<file path="config.mk">
export PLATFORM = sky130hd
export DESIGN_NAME = packed_glyph_cell_blit
export DESIGN_NICKNAME = d
export VERILOG_FILES = /design/src/rtl/pgcb_pkg.sv /design/src/rtl/packed_glyph_cell_blit.sv /design/src/rtl/pgcb_regs.sv /design/src/rtl/pgcb_lane.sv /design/src/rtl/pgcb_drain.sv
export SDC_FILE = /design/constraint.sdc
export NUM_CORES = 1
export LEC_CHECK = 0
export ABC_AREA = 1
export BUFFER_PORTS_ARGS = -buffer_cell sky130_fd_sc_hd__clkbuf_2
export CAP_MARGIN = 20
export CELL_PAD_IN_SITES_DETAIL_PLACEMENT = 0
export CELL_PAD_IN_SITES_GLOBAL_PLACEMENT = 1
export CORE_ASPECT_RATIO = 1.2
export CORE_MARGIN = 2
export CORE_UTILIZATION = 37
export DETAILED_ROUTE_END_ITERATION = 8
export PLACE_DENSITY = 0.65
export SLEW_MARGIN = 10
export SYNTH_ARGS = -nofsm -noshare
export SYNTH_HDL_FRONTEND = slang
export SYNTH_HIERARCHICAL = 1
export SYNTH_SLANG_ARGS = --single-unit
</file>
<file path="constraint.sdc">
create_clock -name clk -period 32.1 [get_ports clk]
set_input_delay 6.42 -clock clk [delete_from_list [all_inputs] [get_ports clk]]
set_output_delay 6.42 -clock clk [all_outputs]
set_load 0.02 [all_outputs]
</file>
<file path="src/rtl/pgcb_pkg.sv">
// ----------------------------------------------------------------------------
// pgcb_pkg
// Shared constants and types of the packed glyph cell blit.
// ----------------------------------------------------------------------------
`timescale 1ns / 1ps
`default_nettype none

package pgcb_pkg;

    localparam int DEF_MAX_CELL_WIDTH  = 32;
    localparam int DEF_MAX_CELL_HEIGHT = 32;
    localparam int DEF_MAX_GLYPH_SIDE  = 64;

    // One lane per pixel of a source byte.
    localparam int LANES  = 8;
    localparam int SEL_W  = $clog2(LANES);

    localparam logic [7:0] LEFT_BIT   = 8'h80;
    localparam logic [2:0] MAX_STRIDE = 3'd4;

    localparam logic [5:0] RESET_CELL_WIDTH  = 6'd8;
    localparam logic [5:0] RESET_CELL_HEIGHT = 6'd16;
    localparam logic [2:0] RESET_ROW_STRIDE  = 3'd1;

    // Register indexes (paddr[3:2]).
    localparam logic [1:0] REG_CELL_WIDTH  = 2'd0;
    localparam logic [1:0] REG_CELL_HEIGHT = 2'd1;
    localparam logic [1:0] REG_ROW_STRIDE  = 2'd2;

    // Saturated cell limits used by the lanes.
    typedef struct packed {
        logic [6:0] cw;
        logic [6:0] ch;
        logic [2:0] st;
    } pgcb_lim_t;

    typedef struct packed {
        logic [6:0] byte_index;
        logic [7:0] bit_mask;
    } pgcb_write_t;

endpackage

`default_nettype wire

</file>
<file path="src/rtl/packed_glyph_cell_blit.sv">
// Path: the writes of a byte pass the lane input registers, the merge buffer
// and the output register in that order.
// Throughput, while out_stall is low: one write beat per cycle; a byte holds the merge stage
// until all its writes (up to eight) are out, and bytes with at most one write enter every cycle.
// Reset (rst_n, asynchronous): counters zero, pipeline empty, cell 8 by 16, stride 1.
// ----------------------------------------------------------------------------
// packed_glyph_cell_blit
// Top level: stream counters, eight pixel lanes, merge stage and registers.
// ----------------------------------------------------------------------------
`timescale 1ns / 1ps
`default_nettype none

module packed_glyph_cell_blit #(
    parameter int MAX_CELL_WIDTH  = pgcb_pkg::DEF_MAX_CELL_WIDTH,
    parameter int MAX_CELL_HEIGHT = pgcb_pkg::DEF_MAX_CELL_HEIGHT,
    parameter int MAX_GLYPH_SIDE  = pgcb_pkg::DEF_MAX_GLYPH_SIDE
) (
    input  wire logic                clk,
    input  wire logic                rst_n,
    input  wire logic                in_valid,
    output logic                     in_stall,
    input  wire logic [7:0]          src_byte,
    input  wire logic                first_byte,
    input  wire logic [6:0]          glyph_width,
    input  wire logic [6:0]          glyph_height,
    input  wire logic signed [15:0]  x_offset,
    input  wire logic signed [15:0]  y_offset,
    output logic                     out_valid,
    input  wire logic                out_stall,
    output logic [6:0]               byte_index,
    output logic [7:0]               bit_mask,
    output logic                     last_of_run,
    input  wire logic                psel,
    input  wire logic                penable,
    input  wire logic                pwrite,
    input  wire logic [3:0]          paddr,
    input  wire logic [31:0]         pwdata,
    output logic [31:0]              prdata,
    output logic                     pready
);
    import pgcb_pkg::*;

    localparam int COL_W = $clog2(MAX_GLYPH_SIDE);
    localparam int ROW_W = $clog2(MAX_GLYPH_SIDE + 1);

    pgcb_lim_t           lim;
    logic [COL_W-1:0]    col_reg;
    logic [ROW_W-1:0]    row_reg;
    logic [COL_W-1:0]    col_next;
    logic [ROW_W-1:0]    row_next;
    logic [COL_W-1:0]    pos_col [LANES];
    logic [ROW_W-1:0]    pos_row [LANES];
    logic [LANES-1:0]    pos_on;
    logic                size_ok;
    logic                accept;

    logic                a_valid_reg;
    logic [COL_W-1:0]    a_col_reg [LANES];
    logic [ROW_W-1:0]    a_row_reg [LANES];
    logic [LANES-1:0]    a_on_reg;
    logic signed [15:0]  a_dx_reg;
    logic signed [15:0]  a_dy_reg;

    logic [LANES-1:0]    lane_hit;
    pgcb_write_t [LANES-1:0] lane_wr;
    logic                drain_ready;

    assign pready   = 1'b1;
    assign in_stall = a_valid_reg && !drain_ready;
    assign accept   = in_valid && !in_stall;

    assign size_ok = (glyph_width != '0) && (glyph_height != '0) &&
                     (glyph_width <= 7'(MAX_GLYPH_SIDE)) &&
                     (glyph_height <= 7'(MAX_GLYPH_SIDE));

    // Walk the stream position across the eight bits of the byte. Once the row
    // reaches the glyph height the position freezes and later bits are dropped.
    always_comb
    begin
        logic [COL_W-1:0] c;
        logic [ROW_W-1:0] r;
        logic             live;
        c = first_byte ? '0 : col_reg;
        r = first_byte ? '0 : row_reg;
        for (int k = 0; k < LANES; k++)
        begin
            live       = (8'(r) < 8'(glyph_height));
            pos_col[k] = c;
            pos_row[k] = r;
            pos_on[k]  = size_ok && live && src_byte[LANES - 1 - k];
            if (size_ok && live)
            begin
                if ((8'(c) + 8'd1) >= 8'(glyph_width))
                begin
                    c = '0;
                    r = ROW_W'(r + 1'b1);
                end
                else
                begin
                    c = COL_W'(c + 1'b1);
                end
            end
        end
        col_next = c;
        row_next = r;
    end

    always_ff @(posedge clk or negedge rst_n)
    begin
        if (!rst_n)
        begin
            col_reg     <= '0;
            row_reg     <= '0;
            a_valid_reg <= 1'b0;
        end
        else
        begin
            if (accept)
            begin
                col_reg     <= col_next;
                row_reg     <= row_next;
                a_valid_reg <= 1'b1;
            end
            else if (drain_ready)
            begin
                a_valid_reg <= 1'b0;
            end
        end
    end

    always_ff @(posedge clk)
    begin
        if (accept)
        begin
            a_col_reg <= pos_col;
            a_row_reg <= pos_row;
            a_on_reg  <= pos_on;
            a_dx_reg  <= x_offset;
            a_dy_reg  <= y_offset;
        end
    end

    pgcb_regs #(
        .MAX_CELL_WIDTH  (MAX_CELL_WIDTH),
        .MAX_CELL_HEIGHT (MAX_CELL_HEIGHT)
    ) u_regs (
        .clk     (clk),
        .rst_n   (rst_n),
        .psel    (psel),
        .penable (penable),
        .pwrite  (pwrite),
        .paddr   (paddr),
        .pwdata  (pwdata),
        .prdata  (prdata),
        .lim     (lim)
    );

    for (genvar g = 0; g < LANES; g++)
    begin : g_lane
        pgcb_lane #(
            .COL_W (COL_W),
            .ROW_W (ROW_W)
        ) u_lane (
            .pixel_on (a_on_reg[g]),
            .col      (a_col_reg[g]),
            .row      (a_row_reg[g]),
            .x_offset (a_dx_reg),
            .y_offset (a_dy_reg),
            .lim      (lim),
            .hit      (lane_hit[g]),
            .wr       (lane_wr[g])
        );
    end

    pgcb_drain u_drain (
        .clk         (clk),
        .rst_n       (rst_n),
        .load_valid  (a_valid_reg),
        .load_hits   (lane_hit),
        .load_writes (lane_wr),
        .load_ready  (drain_ready),
        .out_valid   (out_valid),
        .out_stall   (out_stall),
        .byte_index  (byte_index),
        .bit_mask    (bit_mask),
        .last_of_run (last_of_run)
    );

endmodule

`default_nettype wire

</file>
<file path="src/rtl/pgcb_regs.sv">
// ----------------------------------------------------------------------------
// pgcb_regs
// APB register file holding the cell geometry, with saturated limits out.
// ----------------------------------------------------------------------------
`timescale 1ns / 1ps
`default_nettype none

module pgcb_regs #(
    parameter int MAX_CELL_WIDTH  = pgcb_pkg::DEF_MAX_CELL_WIDTH,
    parameter int MAX_CELL_HEIGHT = pgcb_pkg::DEF_MAX_CELL_HEIGHT
) (
    input  wire logic              clk,
    input  wire logic              rst_n,
    input  wire logic              psel,
    input  wire logic              penable,
    input  wire logic              pwrite,
    input  wire logic [3:0]        paddr,
    input  wire logic [31:0]       pwdata,
    output logic      [31:0]       prdata,
    output pgcb_pkg::pgcb_lim_t    lim
);
    import pgcb_pkg::*;

    logic [5:0] cell_width_reg;
    logic [5:0] cell_height_reg;
    logic [2:0] row_stride_reg;
    logic       wr_en;

    assign wr_en = psel && penable && pwrite;

    always_ff @(posedge clk or negedge rst_n)
    begin
        if (!rst_n)
        begin
            cell_width_reg  <= RESET_CELL_WIDTH;
            cell_height_reg <= RESET_CELL_HEIGHT;
            row_stride_reg  <= RESET_ROW_STRIDE;
        end
        else if (wr_en)
        begin
            case (paddr[3:2])
                REG_CELL_WIDTH:  cell_width_reg  <= pwdata[5:0];
                REG_CELL_HEIGHT: cell_height_reg <= pwdata[5:0];
                REG_ROW_STRIDE:  row_stride_reg  <= pwdata[2:0];
                default:         ;
            endcase
        end
    end

    always_comb
    begin
        case (paddr[3:2])
            REG_CELL_WIDTH:  prdata = 32'(cell_width_reg);
            REG_CELL_HEIGHT: prdata = 32'(cell_height_reg);
            REG_ROW_STRIDE:  prdata = 32'(row_stride_reg);
            default:         prdata = 32'd0;
        endcase
    end

    always_comb
    begin
        lim.cw = (7'(cell_width_reg) > 7'(MAX_CELL_WIDTH)) ?
                 7'(MAX_CELL_WIDTH) : 7'(cell_width_reg);
        lim.ch = (7'(cell_height_reg) > 7'(MAX_CELL_HEIGHT)) ?
                 7'(MAX_CELL_HEIGHT) : 7'(cell_height_reg);
        lim.st = (row_stride_reg > MAX_STRIDE) ? MAX_STRIDE : row_stride_reg;
    end

endmodule

`default_nettype wire

</file>
<file path="src/rtl/pgcb_lane.sv">
// ----------------------------------------------------------------------------
// pgcb_lane
// One pixel lane: places a glyph pixel in the cell, clips it and forms
// the store byte index and bit mask.
// ----------------------------------------------------------------------------
`timescale 1ns / 1ps
`default_nettype none

module pgcb_lane #(
    parameter int COL_W = 6,
    parameter int ROW_W = 7
) (
    input  wire logic                 pixel_on,
    input  wire logic [COL_W-1:0]     col,
    input  wire logic [ROW_W-1:0]     row,
    input  wire logic signed [15:0]   x_offset,
    input  wire logic signed [15:0]   y_offset,
    input  wire pgcb_pkg::pgcb_lim_t  lim,
    output logic                      hit,
    output pgcb_pkg::pgcb_write_t     wr
);
    import pgcb_pkg::*;

    logic signed [16:0] x;
    logic signed [16:0] y;
    logic [9:0]         idx_wide;

    assign x = 17'(x_offset) + signed'(17'(col));
    assign y = 17'(y_offset) + signed'(17'(row));

    assign hit = pixel_on && !x[16] && !y[16] &&
                 (x[15:0] < 16'(lim.cw)) && (y[15:0] < 16'(lim.ch));

    // Inside the cell x and y are below 64, so six bits of each suffice.
    assign idx_wide = 10'(y[5:0]) * 10'(lim.st) + 10'(x[5:3]);

    assign wr.byte_index = idx_wide[6:0];
    assign wr.bit_mask   = LEFT_BIT >> x[2:0];

endmodule

`default_nettype wire

</file>
<file path="src/rtl/pgcb_drain.sv">
// ----------------------------------------------------------------------------
// pgcb_drain
// Merge stage: holds the writes that the lanes found for one byte and sends
// them out in stream order, one beat per cycle while out_stall is low, through an output register.
// ----------------------------------------------------------------------------
`timescale 1ns / 1ps
`default_nettype none

module pgcb_drain (
    input  wire logic                                 clk,
    input  wire logic                                 rst_n,
    input  wire logic                                 load_valid,
    input  wire logic [pgcb_pkg::LANES-1:0]           load_hits,
    input  wire pgcb_pkg::pgcb_write_t [pgcb_pkg::LANES-1:0] load_writes,
    output logic                                      load_ready,
    output logic                                      out_valid,
    input  wire logic                                 out_stall,
    output logic [6:0]                                byte_index,
    output logic [7:0]                                bit_mask,
    output logic                                      last_of_run
);
    import pgcb_pkg::*;

    logic [LANES-1:0]  pend_reg;
    logic [LANES-1:0]  pend_next;
    pgcb_write_t [LANES-1:0] buf_reg;
    logic              o_valid_reg;
    pgcb_write_t       o_wr_reg;
    logic              o_last_reg;
    logic [SEL_W-1:0]  sel;
    logic [LANES-1:0]  sel_hot;
    logic [LANES-1:0]  pend_after;
    logic              out_free;
    logic              move;

    // Lane 0 carries the earliest pixel, so the lowest pending lane goes first.
    always_comb
    begin
        sel = '0;
        for (int k = LANES - 1; k >= 0; k--)
        begin
            if (pend_reg[k])
            begin
                sel = SEL_W'(k);
            end
        end
    end

    assign sel_hot    = LANES'(1) << sel;
    assign out_free   = !o_valid_reg || !out_stall;
    assign move       = (pend_reg != '0) && out_free;
    assign pend_after = move ? (pend_reg & ~sel_hot) : pend_reg;
    assign load_ready = (pend_after == '0);

    always_comb
    begin
        pend_next = pend_after;
        if (load_valid && load_ready)
        begin
            pend_next = load_hits;
        end
    end

    always_ff @(posedge clk or negedge rst_n)
    begin
        if (!rst_n)
        begin
            pend_reg    <= '0;
            o_valid_reg <= 1'b0;
        end
        else
        begin
            pend_reg <= pend_next;
            if (move)
            begin
                o_valid_reg <= 1'b1;
            end
            else if (out_free)
            begin
                o_valid_reg <= 1'b0;
            end
        end
    end

    always_ff @(posedge clk)
    begin
        if (load_valid && load_ready)
        begin
            buf_reg <= load_writes;
        end
        if (move)
        begin
            o_wr_reg   <= buf_reg[sel];
            o_last_reg <= ((pend_reg & ~sel_hot) == '0);
        end
    end

    assign out_valid   = o_valid_reg;
    assign byte_index  = o_wr_reg.byte_index;
    assign bit_mask    = o_wr_reg.bit_mask;
    assign last_of_run = o_last_reg;

endmodule

`default_nettype wire

</file>
=== Yosys cells after proc, flatten, opt, wreduce, memory -nomap -nowiden ===
Cells that the tools add are included.

* Reduce and logical (&&, ||, !) cells: 89
* Eq/ne operators: 2
* Multipliers: 8
* Order comparisons: 38
* Multiplexer cells: 54
* Add/sub/neg operators: 48
* Bitwise logic cells: 2
* Shift operators: 9

{| class="wikitable"
|+ Operator list
! kind !! count
|-
| $lt 16x6->1 || 16
|-
| $add 16x7->17 || 8
|-
| $add 16x8->17 || 8
|-
| $mux 7 || 17
|-
| $mux 6 || 19
|-
| $shr 8x3->8 const A || 8
|-
| $logic_and 1x1->1 || 57
|-
| $add 6x1->7 const B || 8
|-
| $add 7x1->7 const B || 8
|-
| $add 7x3->7 || 8
|-
| $ge 7x7->1 || 8
|-
| $lt 7x7->1 || 8
|-
| $mul 6x3->7 || 8
|-
| $add 6x1->6 const B || 8
|-
| $bmux 15 s3 || 1
|-
| $mux 3 || 9
|-
| $logic_not 1->1 || 20
|-
| $pmux 6 s3 || 1
|-
| $logic_not 8->1 || 2
|-
| $mux 8 || 2
|-
| $mux 15 || 1
|-
| $le 7x7->1 const B || 2
|-
| $reduce_bool 7->1 || 2
|-
| $gt 6x6->1 const B || 2
|-
| 13 further kinds || 19
|}

* Register bits: 318
* Output and inout bits: 51

=== Logic depth before layout (Yosys ltp) ===
Gate-level depths: netlist (run 1).

* Word-level depth: 34
* Mapped depth: 117

=== Hierarchy ===
Netlist (run 1), hierarchy kept.

{| class="wikitable"
|+ Modules (own cells, without submodules)
! module !! cells each !! instances !! area an instance (µm²)
|-
| packed_glyph_cell_blit || 1,369 || 1 || 11,235.8
|-
| pgcb_lane (g_lane[0].u_lane ...) || 385 || 5 || 2,129.5
|-
| pgcb_drain || 453 || 1 || 5,723.0
|-
| pgcb_lane (g_lane[2].u_lane ...) || 407 || 2 || 2,223.4
|-
| pgcb_lane (g_lane[7].u_lane) || 381 || 1 || 2,149.6
|-
| pgcb_regs || 154 || 1 || 1,044.8
|}

=== Worst setup path before layout (run 1) ===
OpenSTA, ideal clock, no wires.

* Path kind: in2reg
* Start: in first_byte
* End: reg row_reg[5]
* Buffers on the path: 6
* Setup slack: 10,146 ps
* Arrival: 21,830 ps
* Stages: 92
* Library setup time: 124 ps
* Path through: buf_6 -> inv_6 -> nand2_1 -> nor2_1 -> nand2_1 -> nor4_1 -> ha_1 -> a21o_1 -> nor2_1 -> nand2_2 -> nor2_2 -> inv_1 -> o22ai_1 -> nand3_1 -> nor2_1 -> nand2_1 -> nand2_1 -> inv_1 -> [... 56 more ...] -> buf_6 -> o21ai_1 -> inv_1 -> ha_1 -> nand2_1 -> nand2_1 -> and2_1 -> ha_1 -> a21oi_1 -> o21a_1 -> nand3_1 -> clkinv_1 -> nor2_1 -> nand3_1 -> nor2_1 -> nand3_1 -> nand3_1 -> nand2_1

{| class="wikitable"
|+ RTL lines
! what !! RTL line !! RTL
|-
| start, declared || packed_glyph_cell_blit.sv:23 || <nowiki>input wire logic first_byte,</nowiki>
|-
| end signal, assigned || packed_glyph_cell_blit.sv:121 || <nowiki>row_reg <= row_next;</nowiki>
|-
| end, declared || packed_glyph_cell_blit.sv:48 || <nowiki>logic [ROW_W-1:0] row_reg;</nowiki>
|}

==> metrics.txt, run 1 <==
status=completed; DRT Pass-1 Iters=8; period utilisation layout=81.4%; drt via density=roughly 5; Max Freq=roughly 38 MHz; CTS HTree Levels=2; Max rail drop VDD=approximately 37 µV; Final Routed Wirelength=around 130 mm; max reg flops=between 100 and 150; Clock Path Buffers=3; Pwr per Cell Area=approximately 47 nW/µm²; Final Max Tran Viols=0; initial antenna violation count=0; clk_skew=~0.036 ns; Non-Filler Instances=~6,500; GP Congestion=0.906; Die ar.=97,800 µm²; post-synthesis sequential area ratio=between 20% and 30%; Synth top area share=a little under a quarter; fillers=10,200; setup violators final=0; Resize count post-CTS=0; vias in the first global route=30,700; Sequential Area=9360 µm²; Setup crit end kind=flip-flop; grt ovf=0; Tmin final=about 26 ns; Initial Util=37.2%; Vias=approximately 32,000; max incr delay on CP=between 0.8 and 0.9 ns; count leader, synth=nand2_1; Diodes inserted=0; Post-synth top cells=1,591 x nand2_1, 891 x inv_1, 442 x nand3_1; worst-margin pin slew=~1.1 ns; DRT iter0 DRCs=just under 2,000; Synth area leaders=edfxtp_1 24%, nand2_1 17%, ha_1 14%; CP max FO=14; DRC=0; row cnt=~120; pin count of the biggest net entering global routing=74; area of the multi-input gates=22,000 µm²; Top-Level Pins=about 150; Placed Instances=~6,500; clk_lat worst skew=0.59 ns; RR Startpoint=col_reg[0]$_DFFE_PN0P_; post-synthesis sequential element count=318; crit path DAT=about 27 ns; wire per inst=between 15 and 20 µm; CP startpoint kind=primary input; slowest CP cell=a2111oi_0; ys flop type=edfxtp_1; Inserted Clock Buffers=40; async set-or-reset flop fraction in the synthesized netlist=11.9%; Mapped Avg Cell Area=6.92 µm²; first-pass GRT wire length=between 150 and 200 mm; Post-CTS Setup Bufs=0; CORE AREA=roughly 95,000 µm²; NumNets Final=5,794; LEAKAGE=20.1 nW; Setup CP Type=in2reg; RSZ-0062 raised after global routing=false; DP HPWL=approximately 100 mm; clock root cell=clkbuf_16; Critical Path Source=first_byte; hold buffers post-CTS=0; global-route usage over all layers=between 20 and 30%; Routed Antenna Nets=0; Hold Crit Start=u_regs/cell_height_reg[4]$_DFFE_PN1P_; I/O Buffers=just over 90; Syn Std Cell Area=about 35,000 µm²; setup_tns=0 ns; layout cells sized above 1=under 10%; Yosys top cell by area=edfxtp_1; Post-synth EDFFs=280; Fin. Hold Viols=0; CTS tree=done; DIE WIDTH=286 µm; Mapped Cells=between 5,000 and 6,000; CTS sink cnt=around 320; Min-Delay Path Class=reg2reg; critical path data required time=approximately 33 ns; slew margin rel.=approximately 24%; # Max-Cap Violations=0; CTS clk-pin slew, worst paths=around 0.060 ns; synthesis-to-layout area growth=9.18%; Ys Warns=6; synth unique cells=64; Die Y=~340 µm
kinds of logic (layout without fill, tap and decap cells):
group	after synthesis	in the layout	share of synthesized area [%]
AND/OR/NAND/NOR	2814	2814	34.3
other	2	29	0.0213
XOR/XNOR	149	149	4.16
buffers and inverters	1004	1140	11.3
flip-flops	318	318	26.6
adder cells (fa/ha/maj)	464	464	17.8
AO/OA/AOI/OAI	345	345	5.78
path summary, 6_finish.rpt:
path | to | slack (ns) | cells past startpoint
worst min-delay path | u_regs/cell_height_reg[4]$_DFFE_PN1P_ | 0.46 | 2
worst max-delay path | row_reg[5]$_DFFE_PN0P_ | 5.96 | 94
worst min register to register | u_regs/cell_height_reg[4]$_DFFE_PN1P_ | 0.46 | 2
worst max register to register | row_reg[5]$_DFFE_PN0P_ | 11.91 | 92
max in group asynchronous | u_drain/pend_reg[1]$_DFF_PN0_ | 25.57 | 2
min in group asynchronous | row_reg[1]$_DFFE_PN0P_ | 5.99 | 2
cells in the final DEF, fill, tap and decap left out, drive strengths merged:
master,count
a2111oi,6
a211oi,3
a21boi,18
a21o,1
a21oi,168
a22oi,6
a31oi,2
and2,10
and3,1
buf,42
bufinv,1
clkbuf,145
clkinv,19
clkinvlp,3
conb,29
dfrtp,35
dfstp,3
edfxtp,280
fa,64
ha,400
inv,930
nand2,1668
nand3,451
nand3b,26
nand4,84
nor2,452
nor3,104
nor3b,2
nor4,4
o211ai,5
o21a,2
o21ai,112
o21bai,6
o221a,4
o22ai,12
or2,12
xnor2,18
xor2,131
cell type report:
type / count / area share [%]
inverters: 936 / 9.15
clock buffers: 52 / 2.83
multi-input cells: 3801 / 57.2
flip-flops and latches: 318 / 24.3
clock inverters: 17 / 0.325
repair buffers: 135 / 2.03
well taps: 1260 / 4.10
through the flow:
stage	area (µm²)	total power [mW]	setup WS, ns	utilization, %	hold WS (ns)
final	38500	1.79	5.96	40.6	0.465
after global routing	38500	1.94	4.23	40.6	0.485
after CTS	38500	1.82	5.92	40.6	0.467
after detailed placement	37300	1.38	5.31	39.3	0.460
after global placement	37300	1.37	5.41	39.3	0.453
after floorplan	35300	1.12	10.15	-	0.442
critical path: cells and delay by family:
family | cells | cell delay, ns
AO/OA/AOI/OAI | 17 | 5.93
buffers and inverters | 14 | 2.42
XOR/XNOR | 2 | 0.63
adder cells (fa/ha/maj) | 12 | 3.40
AND/OR/NAND/NOR | 49 | 7.74
power by group:
part / internal, mW / switching, mW / leakage (nW) / total, mW
Clock: 0.247 / 0.185 / 0.590 / 0.432
Sequential: 0.500 / 0.0175 / 3.02 / 0.518
Combinational: 0.263 / 0.582 / 16.5 / 0.844
Total: 1.01 / 0.784 / 20.1 / 1.79
layer usage:
metal,wire [µm],track usage [%]
met1,54600,31.9
met2,62200,46.2
met3,3800,2.06
met4,4580,8.65
met5,0,0
Power figures use the tool's default switching activity.
==> inputs of run 2 (changes only) <==
==> constraint.sdc (replaced) <==
create_clock -name clk -period 26.4 [get_ports clk]
set_input_delay 5.28 -clock clk [delete_from_list [all_inputs] [get_ports clk]]
set_output_delay 5.28 -clock clk [all_outputs]
set_load 0.02 [all_outputs]
==> run 2 against run 1 <==
Compared with the run above: count of clock-buffer cells in the layout decreased by 7; clock skew shrank 0.0041 ns; clock power rose by 30%; cell area increased by 0.46%; setup slack lost 3.3 ns; cell count is 0.18% higher; first-iteration DRC count increased by 6.0%; utilization up 0.19 points; largest cell class unchanged.
==> metrics.txt, run 2 (synthesis results as in run 1) <==
slew margin rel.=25.7% (was 24.3%); Setup CP Type=in2reg (unchanged); CORE AREA=94,800 µm² (unchanged); Critical Path Source=first_byte (unchanged); most frequent cells in the layout=1,591 x nand2_1, 891 x inv_1, 442 x nand3_1 (unchanged); Routed Antenna Nets=0 (unchanged); Resize count post-CTS=0 (unchanged); Vias=32,200 (was 32,000); Comb pwr share=46.4% (was 47.1%); setup_tns=0 ns (unchanged); Die Y=342 µm (unchanged); layout cells sized above 1=7.97% (was 7.72%); GP Congestion=0.924 (was 0.906); share of power burned in registers=28.4% (was 28.9%); Setup crit end kind=flip-flop (unchanged); CTS sink cnt=318 (unchanged); Max Freq=between 40 and 50 MHz; CP max FO=14 (unchanged); Max rail drop VDD=37.2 µV (was 37.4 µV); crit-path leading delay family=simple AND/OR/NAND/NOR gates (unchanged); worst-margin pin slew=1.11 ns (was 1.13 ns); CTS HTree Levels=2 (unchanged); Tmin final=roughly 24 ns; critical path data required time=26.87 ns (was 32.57 ns); Inserted Clock Buffers=39 (was 40); Final Routed Wirelength=125 mm (about the same); Die ar.=97,800 µm² (unchanged); internal power=1.26 mW (was 1.01 mW); CP Capture Point=row_reg[1]$_DFFE_PN0P_ (was row_reg[5]$_DFFE_PN0P_); slowest CP cell=a2111oi_0 (unchanged); Top-Level Pins=149 (unchanged); area of the multi-input gates=22,000 µm² (unchanged); I/O Buffers=93 (unchanged); setup violators final=0 (unchanged); Clk network pwr share=25.2% (was 24.1%); # Max-Cap Violations=0 (unchanged); fillers=10,200 (about the same); clk_skew=0.0317 ns (was 0.0358 ns); hold buffers post-CTS=0 (unchanged); Post-CTS Setup Bufs=0 (unchanged); drt via density=4.93 (was 4.92); clk_lat worst skew=0.59 ns (about the same); commonest non-fill, non-tap cell in the layout=nand2_1 (unchanged); DIE WIDTH=286 µm (unchanged); CTS tree=done (unchanged); Final Max Tran Viols=0 (unchanged); max incr delay on CP=0.85 ns (about the same); vias in the first global route=30,800 (was 30,700); first-pass GRT wire length=187 mm (was 188 mm); Diodes inserted=0 (unchanged); synthesis-to-layout area growth=9.69% (was 9.18%); Initial Util=37.2% (unchanged); Reg2Reg Depth=92 (unchanged); global-route usage over all layers=25.5% (about the same); RSZ-0062 raised after global routing=false (unchanged); CP bufs+invs=16 (was 14); NumNets Final=5,805 (was 5,794); RR Startpoint=col_reg[0]$_DFFE_PN0P_ (unchanged); status=completed (unchanged); r2r setup slk=7.42 ns (was 11.91 ns); Switching Fraction=43.1% (was 43.7%); Min-Delay Path Class=reg2reg (unchanged); DRT iter0 DRCs=2,053 (was 1,936); Sequential Area=9360 µm² (unchanged); pin count of the biggest net entering global routing=73 (was 74); Worst R2R End=row_reg[1]$_DFFE_PN0P_ (was row_reg[5]$_DFFE_PN0P_); initial antenna violation count=0 (unchanged); final core occ=40.8% (was 40.6%); CP startpoint kind=primary input (unchanged); row cnt=124 (unchanged); Fin. Hold Viols=0 (unchanged); clock root cell=clkbuf_16 (unchanged); Clock Path Buffers=3 (unchanged); CTS clk-pin slew, worst paths=0.06 ns (about the same); max reg flops=120 (unchanged); crit path DAT=24.24 ns (was 26.61 ns); DRT Pass-1 Iters=5 (was 8); Pwr per Cell Area=57.5 nW/µm² (was 46.6 nW/µm²); period utilisation layout=about 90%; LEAKAGE=20.2 nW (was 20.1 nW); grt ovf=0 (unchanged); wire per inst=19.1 µm (was 19.2 µm); stages on the worst setup path=94 (unchanged); DP HPWL=101 mm (was 100 mm); DRC=0 (unchanged); Psw=957 µW (was 784 µW)
[run 2: changes by cell type in the layout (fill, tap and decap cells not counted), moves of 2 or more]
| cell | previous run | this run |
|---|---|---|
| bufinv_16 | 1 | 5 |
| clkbuf_8 | 2 | 0 |
| clkbuf_1 | 9 | 4 |
| buf_4 | 42 | 54 |
| clkinv_1 | 11 | 14 |
[run 2: worst min path at each step]
stage                                               start                                    end  depth (start not counted)
floorplan           u_regs/cell_height_reg[3]$_DFFE_PN0P_  u_regs/cell_height_reg[3]$_DFFE_PN0P_                          2
global placement     u_regs/cell_width_reg[3]$_DFFE_PN1P_   u_regs/cell_width_reg[3]$_DFFE_PN1P_                          2
detailed placement   u_regs/cell_width_reg[3]$_DFFE_PN1P_   u_regs/cell_width_reg[3]$_DFFE_PN1P_                          2
CTS                 u_regs/cell_height_reg[4]$_DFFE_PN1P_  u_regs/cell_height_reg[4]$_DFFE_PN1P_                          2
global route         u_regs/cell_width_reg[3]$_DFFE_PN1P_   u_regs/cell_width_reg[3]$_DFFE_PN1P_                          2
finish              u_regs/cell_height_reg[4]$_DFFE_PN1P_  u_regs/cell_height_reg[4]$_DFFE_PN1P_                          2
[run 2: cell type report]
cell class	count	area share (%)
multi-input cells	3801	57.0
flip-flops and latches	318	24.2
inverters	936	9.11
well taps	1260	4.08
clock buffers	45	2.69
repair buffers	147	2.25
clock inverters	24	0.673
[run 2: per-stage QoR]
step / worst slack [ns] / total power [mW] / hold slack (ns) / area (µm²) / instances
5_1_grt: 0.843 / 2.40 / 0.479 / 38700 / 6531
2_1_floorplan: 5.59 / 1.36 / 0.442 / 35300 / 5123
3_5_place_dp: 1.98 / 1.68 / 0.465 / 37400 / 6462
4_1_cts: 2.56 / 2.25 / 0.473 / 38700 / 6531
6_report: 2.63 / 2.22 / 0.467 / 38700 / 6531
3_3_place_gp: 2.16 / 1.67 / 0.455 / 37400 / 6462
[run 2: layer usage]
| layer | part of all wire [%] | vias up | GRT usage [%] | wire (µm) |
|---|---|---|---|---|
| li1 | - | 16500 | - | - |
| met1 | 44 | 14900 | 31.9 | 54600 |
| met3 | 3.3 | 181 | 2.03 | 4080 |
| met2 | 49 | 614 | 45.5 | 61500 |
| met4 | 3.9 | 0 | 9.60 | 4880 |
| met5 | 0 | - | 0 | 0 |
[run 2: power by group through the flow]
stage / clock network [mW] / registers (mW) / logic, mW
floorplan: 0 / 0.648 / 0.713
global placement: 0 / 0.640 / 1.03
detailed placement: 0 / 0.641 / 1.04
CTS: 0.576 / 0.631 / 1.04
global route: 0.591 / 0.633 / 1.18
finish: 0.560 / 0.630 / 1.03
[run 2: worst min-delay path, delay by kind of cell (launching register included)]
| family | cells | cell delay [ns] |
|---|---|---|
| DFF | 1 | 0.37 |
| and+or+nand+nor | 2 | 0.10 |
==> inputs of run 3 (changes only) <==
--- a/config.mk
+++ b/config.mk
@@ -14,9 +14,10 @@
 export CORE_MARGIN = 2
 export CORE_UTILIZATION = 37
 export DETAILED_ROUTE_END_ITERATION = 8
-export PLACE_DENSITY = 0.65
+export PLACE_DENSITY = 0.79
 export SLEW_MARGIN = 10
 export SYNTH_ARGS = -nofsm -noshare
 export SYNTH_HDL_FRONTEND = slang
 export SYNTH_HIERARCHICAL = 1
 export SYNTH_SLANG_ARGS = --single-unit
+export TNS_END_PERCENT = 30
==> run 3 against run 2 <==
Compared with the run above: first-iteration DRC count shrank 0.68%; via count grew 0.83%; cell count shrank 0.23%; combinational power is essentially flat; worst hold slack lost 0.0041 ns; setup slack lost 0.35 ns.
==> metrics.txt, run 3 (synthesis results as in run 1) <==
status=completed (unchanged); # Max-Cap Violations=0 (unchanged); Pwr per Cell Area=56.9 nW/µm² (was 57.5 nW/µm²); Inserted Clock Buffers=38 (was 39); CTS sink cnt=318 (unchanged); CP most frequent cell=nor2_1; drt via density=4.99 (was 4.93); most frequent cells in the layout=1,591 x nand2_1, 891 x inv_1, 442 x nand3_1 (unchanged); wire per inst=17.9 µm (was 19.1 µm); CP bufs+invs=12 (was 16); clock root cell=clkbuf_16 (unchanged); CP startpoint kind=primary input (unchanged); CTS clk-pin slew, worst paths=0.06 ns (about the same); fin area=38,500 µm² (was 38,700 µm²); Tmin final=24.12 ns (was 23.77 ns); max incr delay on CP=0.88 ns (was 0.85 ns); synthesis-to-layout area growth=9.35% (was 9.69%); Final Max Tran Viols=0 (unchanged); clk_lat worst skew=0.60 ns (was 0.59 ns); Setup crit end kind=flip-flop (unchanged); vias in the first global route=30,800 (about the same); CP max FO=14 (unchanged); DRT Pass-1 Iters=6 (was 5); I/O Buffers=93 (unchanged); global-route usage over all layers=23.7% (was 25.5%); Max rail drop VDD=37.2 µV (about the same); CTS HTree Levels=2 (unchanged); setup violators final=0 (unchanged); LEAKAGE=20.1 nW (was 20.2 nW); Resize count post-CTS=0 (unchanged); Min-Delay Path Class=reg2reg (unchanged); DRT iter0 DRCs=2,039 (was 2,053); fillers=9,873 (was 10,200); Post-CTS Setup Bufs=0 (unchanged); hold slack=0.463 ns (was 0.467 ns); Die ar.=97,800 µm² (unchanged); Final Routed Wirelength=117 mm (was 125 mm); slew margin rel.=28.0% (was 25.7%); DIE WIDTH=286 µm (unchanged); crit path DAT=24.59 ns (was 24.24 ns); Diodes inserted=0 (unchanged); Max Freq=41.5 MHz (was 42.1 MHz); Fin. Hold Viols=0 (unchanged); crit-path leading delay family=simple AND/OR/NAND/NOR gates (unchanged); CTS tree=done (unchanged); DP HPWL=93.2 mm (was 101 mm); first-pass GRT wire length=178 mm (was 187 mm); hold buffers post-CTS=0 (unchanged); grt ovf=0 (unchanged); row cnt=124 (unchanged); Sequential Area=9360 µm² (unchanged); Initial Util=37.2% (unchanged); GP Congestion=0.935 (was 0.924); Setup CP Type=in2reg (unchanged); Die Y=342 µm (unchanged); initial antenna violation count=1 (was 0); Top-Level Pins=149 (unchanged); pin count of the biggest net entering global routing=76 (was 73); period utilisation layout=91.4% (was 90.0%); layout cells sized above 1=7.69% (was 7.97%); Post-DP Area=37,300 µm² (was 37,400 µm²); CORE AREA=94,800 µm² (unchanged); worst-margin pin slew=1.08 ns (was 1.11 ns); slowest CP cell=a2111oi_0 (unchanged); NumNets Final=5,792 (was 5,805); Vias=32,500 (was 32,200); DRC=0 (unchanged); RSZ-0062 raised after global routing=false (unchanged); critical path data required time=26.86 ns (was 26.87 ns); Routed Antenna Nets=0 (unchanged); setup_tns=0 ns (unchanged); Clock Path Buffers=3 (unchanged); max reg flops=120 (unchanged); clk_skew=0.0454 ns (was 0.0317 ns); commonest non-fill, non-tap cell in the layout=nand2_1 (unchanged); area of the multi-input gates=22,000 µm² (about the same)
[run 3: changes by cell type in the layout (fill, tap and decap cells not counted), sizes merged]
cell    change
inv         +1
clkinv      -5
buf        -12
bufinv      +1
[run 3: metal layers]
layer / track usage [%] / share of wire, %
met1: 28.9 / 42
met2: 43.3 / 50
met4: 8.32 / 3.8
met3: 2.20 / 4.3
met5: 0 / 0
[run 3: area by class of cell]
| cell class | count | share of cell area, % |
|---|---|---|
| Sequential cell | 318 | 24.3 |
| Tap cell | 1260 | 4.09 |
| Clock buffer | 45 | 2.59 |
| Clock inverter | 21 | 0.704 |
| Multi-Input combinational cell | 3801 | 57.1 |
| Inverter | 936 | 9.13 |
| Timing Repair Buffer | 135 | 2.06 |
[run 3: through the flow]
step / instances / utilization, % / total power, mW / setup WS (ns)
2_1_floorplan: 5123 / - / 1.36 / 5.59
3_3_place_gp: 6449 / 39.3 / 1.64 / 2.08
4_1_cts: 6515 / 40.6 / 2.21 / 2.54
6_report: 6516 / 40.7 / 2.19 / 2.28
5_1_grt: 6516 / 40.7 / 2.36 / 0.524
3_5_place_dp: 6449 / 39.3 / 1.65 / 1.97
[run 3: power breakdown]
| part | leakage [nW] | switching (mW) | internal (mW) |
|---|---|---|---|
| Clock | 0.616 | 0.222 | 0.330 |
| Sequential | 3.02 | 0.0207 | 0.608 |
| Combinational | 16.5 | 0.688 | 0.323 |
[run 3: final timing paths]
check / start / endpoint / slack, ns / cells after the start
max: first_byte / row_reg[5]$_DFFE_PN0P_ / 2.28 / 88
min: u_regs/cell_width_reg[3]$_DFFE_PN1P_ / u_regs/cell_width_reg[3]$_DFFE_PN1P_ / 0.46 / 2
max reg2reg: col_reg[1]$_DFFE_PN0P_ / row_reg[5]$_DFFE_PN0P_ / 6.87 / 86
min reg2reg: u_regs/cell_width_reg[3]$_DFFE_PN1P_ / u_regs/cell_width_reg[3]$_DFFE_PN1P_ / 0.46 / 2
max in group asynchronous: rst_n / u_drain/pend_reg[0]$_DFF_PN0_ / 21.02 / 2
min in group asynchronous: rst_n / col_reg[0]$_DFFE_PN0P_ / 4.85 / 2
[run 3: worst min-delay path: stages (launching register included)]
cell	delay [ns]
dfstp_2	0.37
nand2_1	0.05
nand2_1	0.04
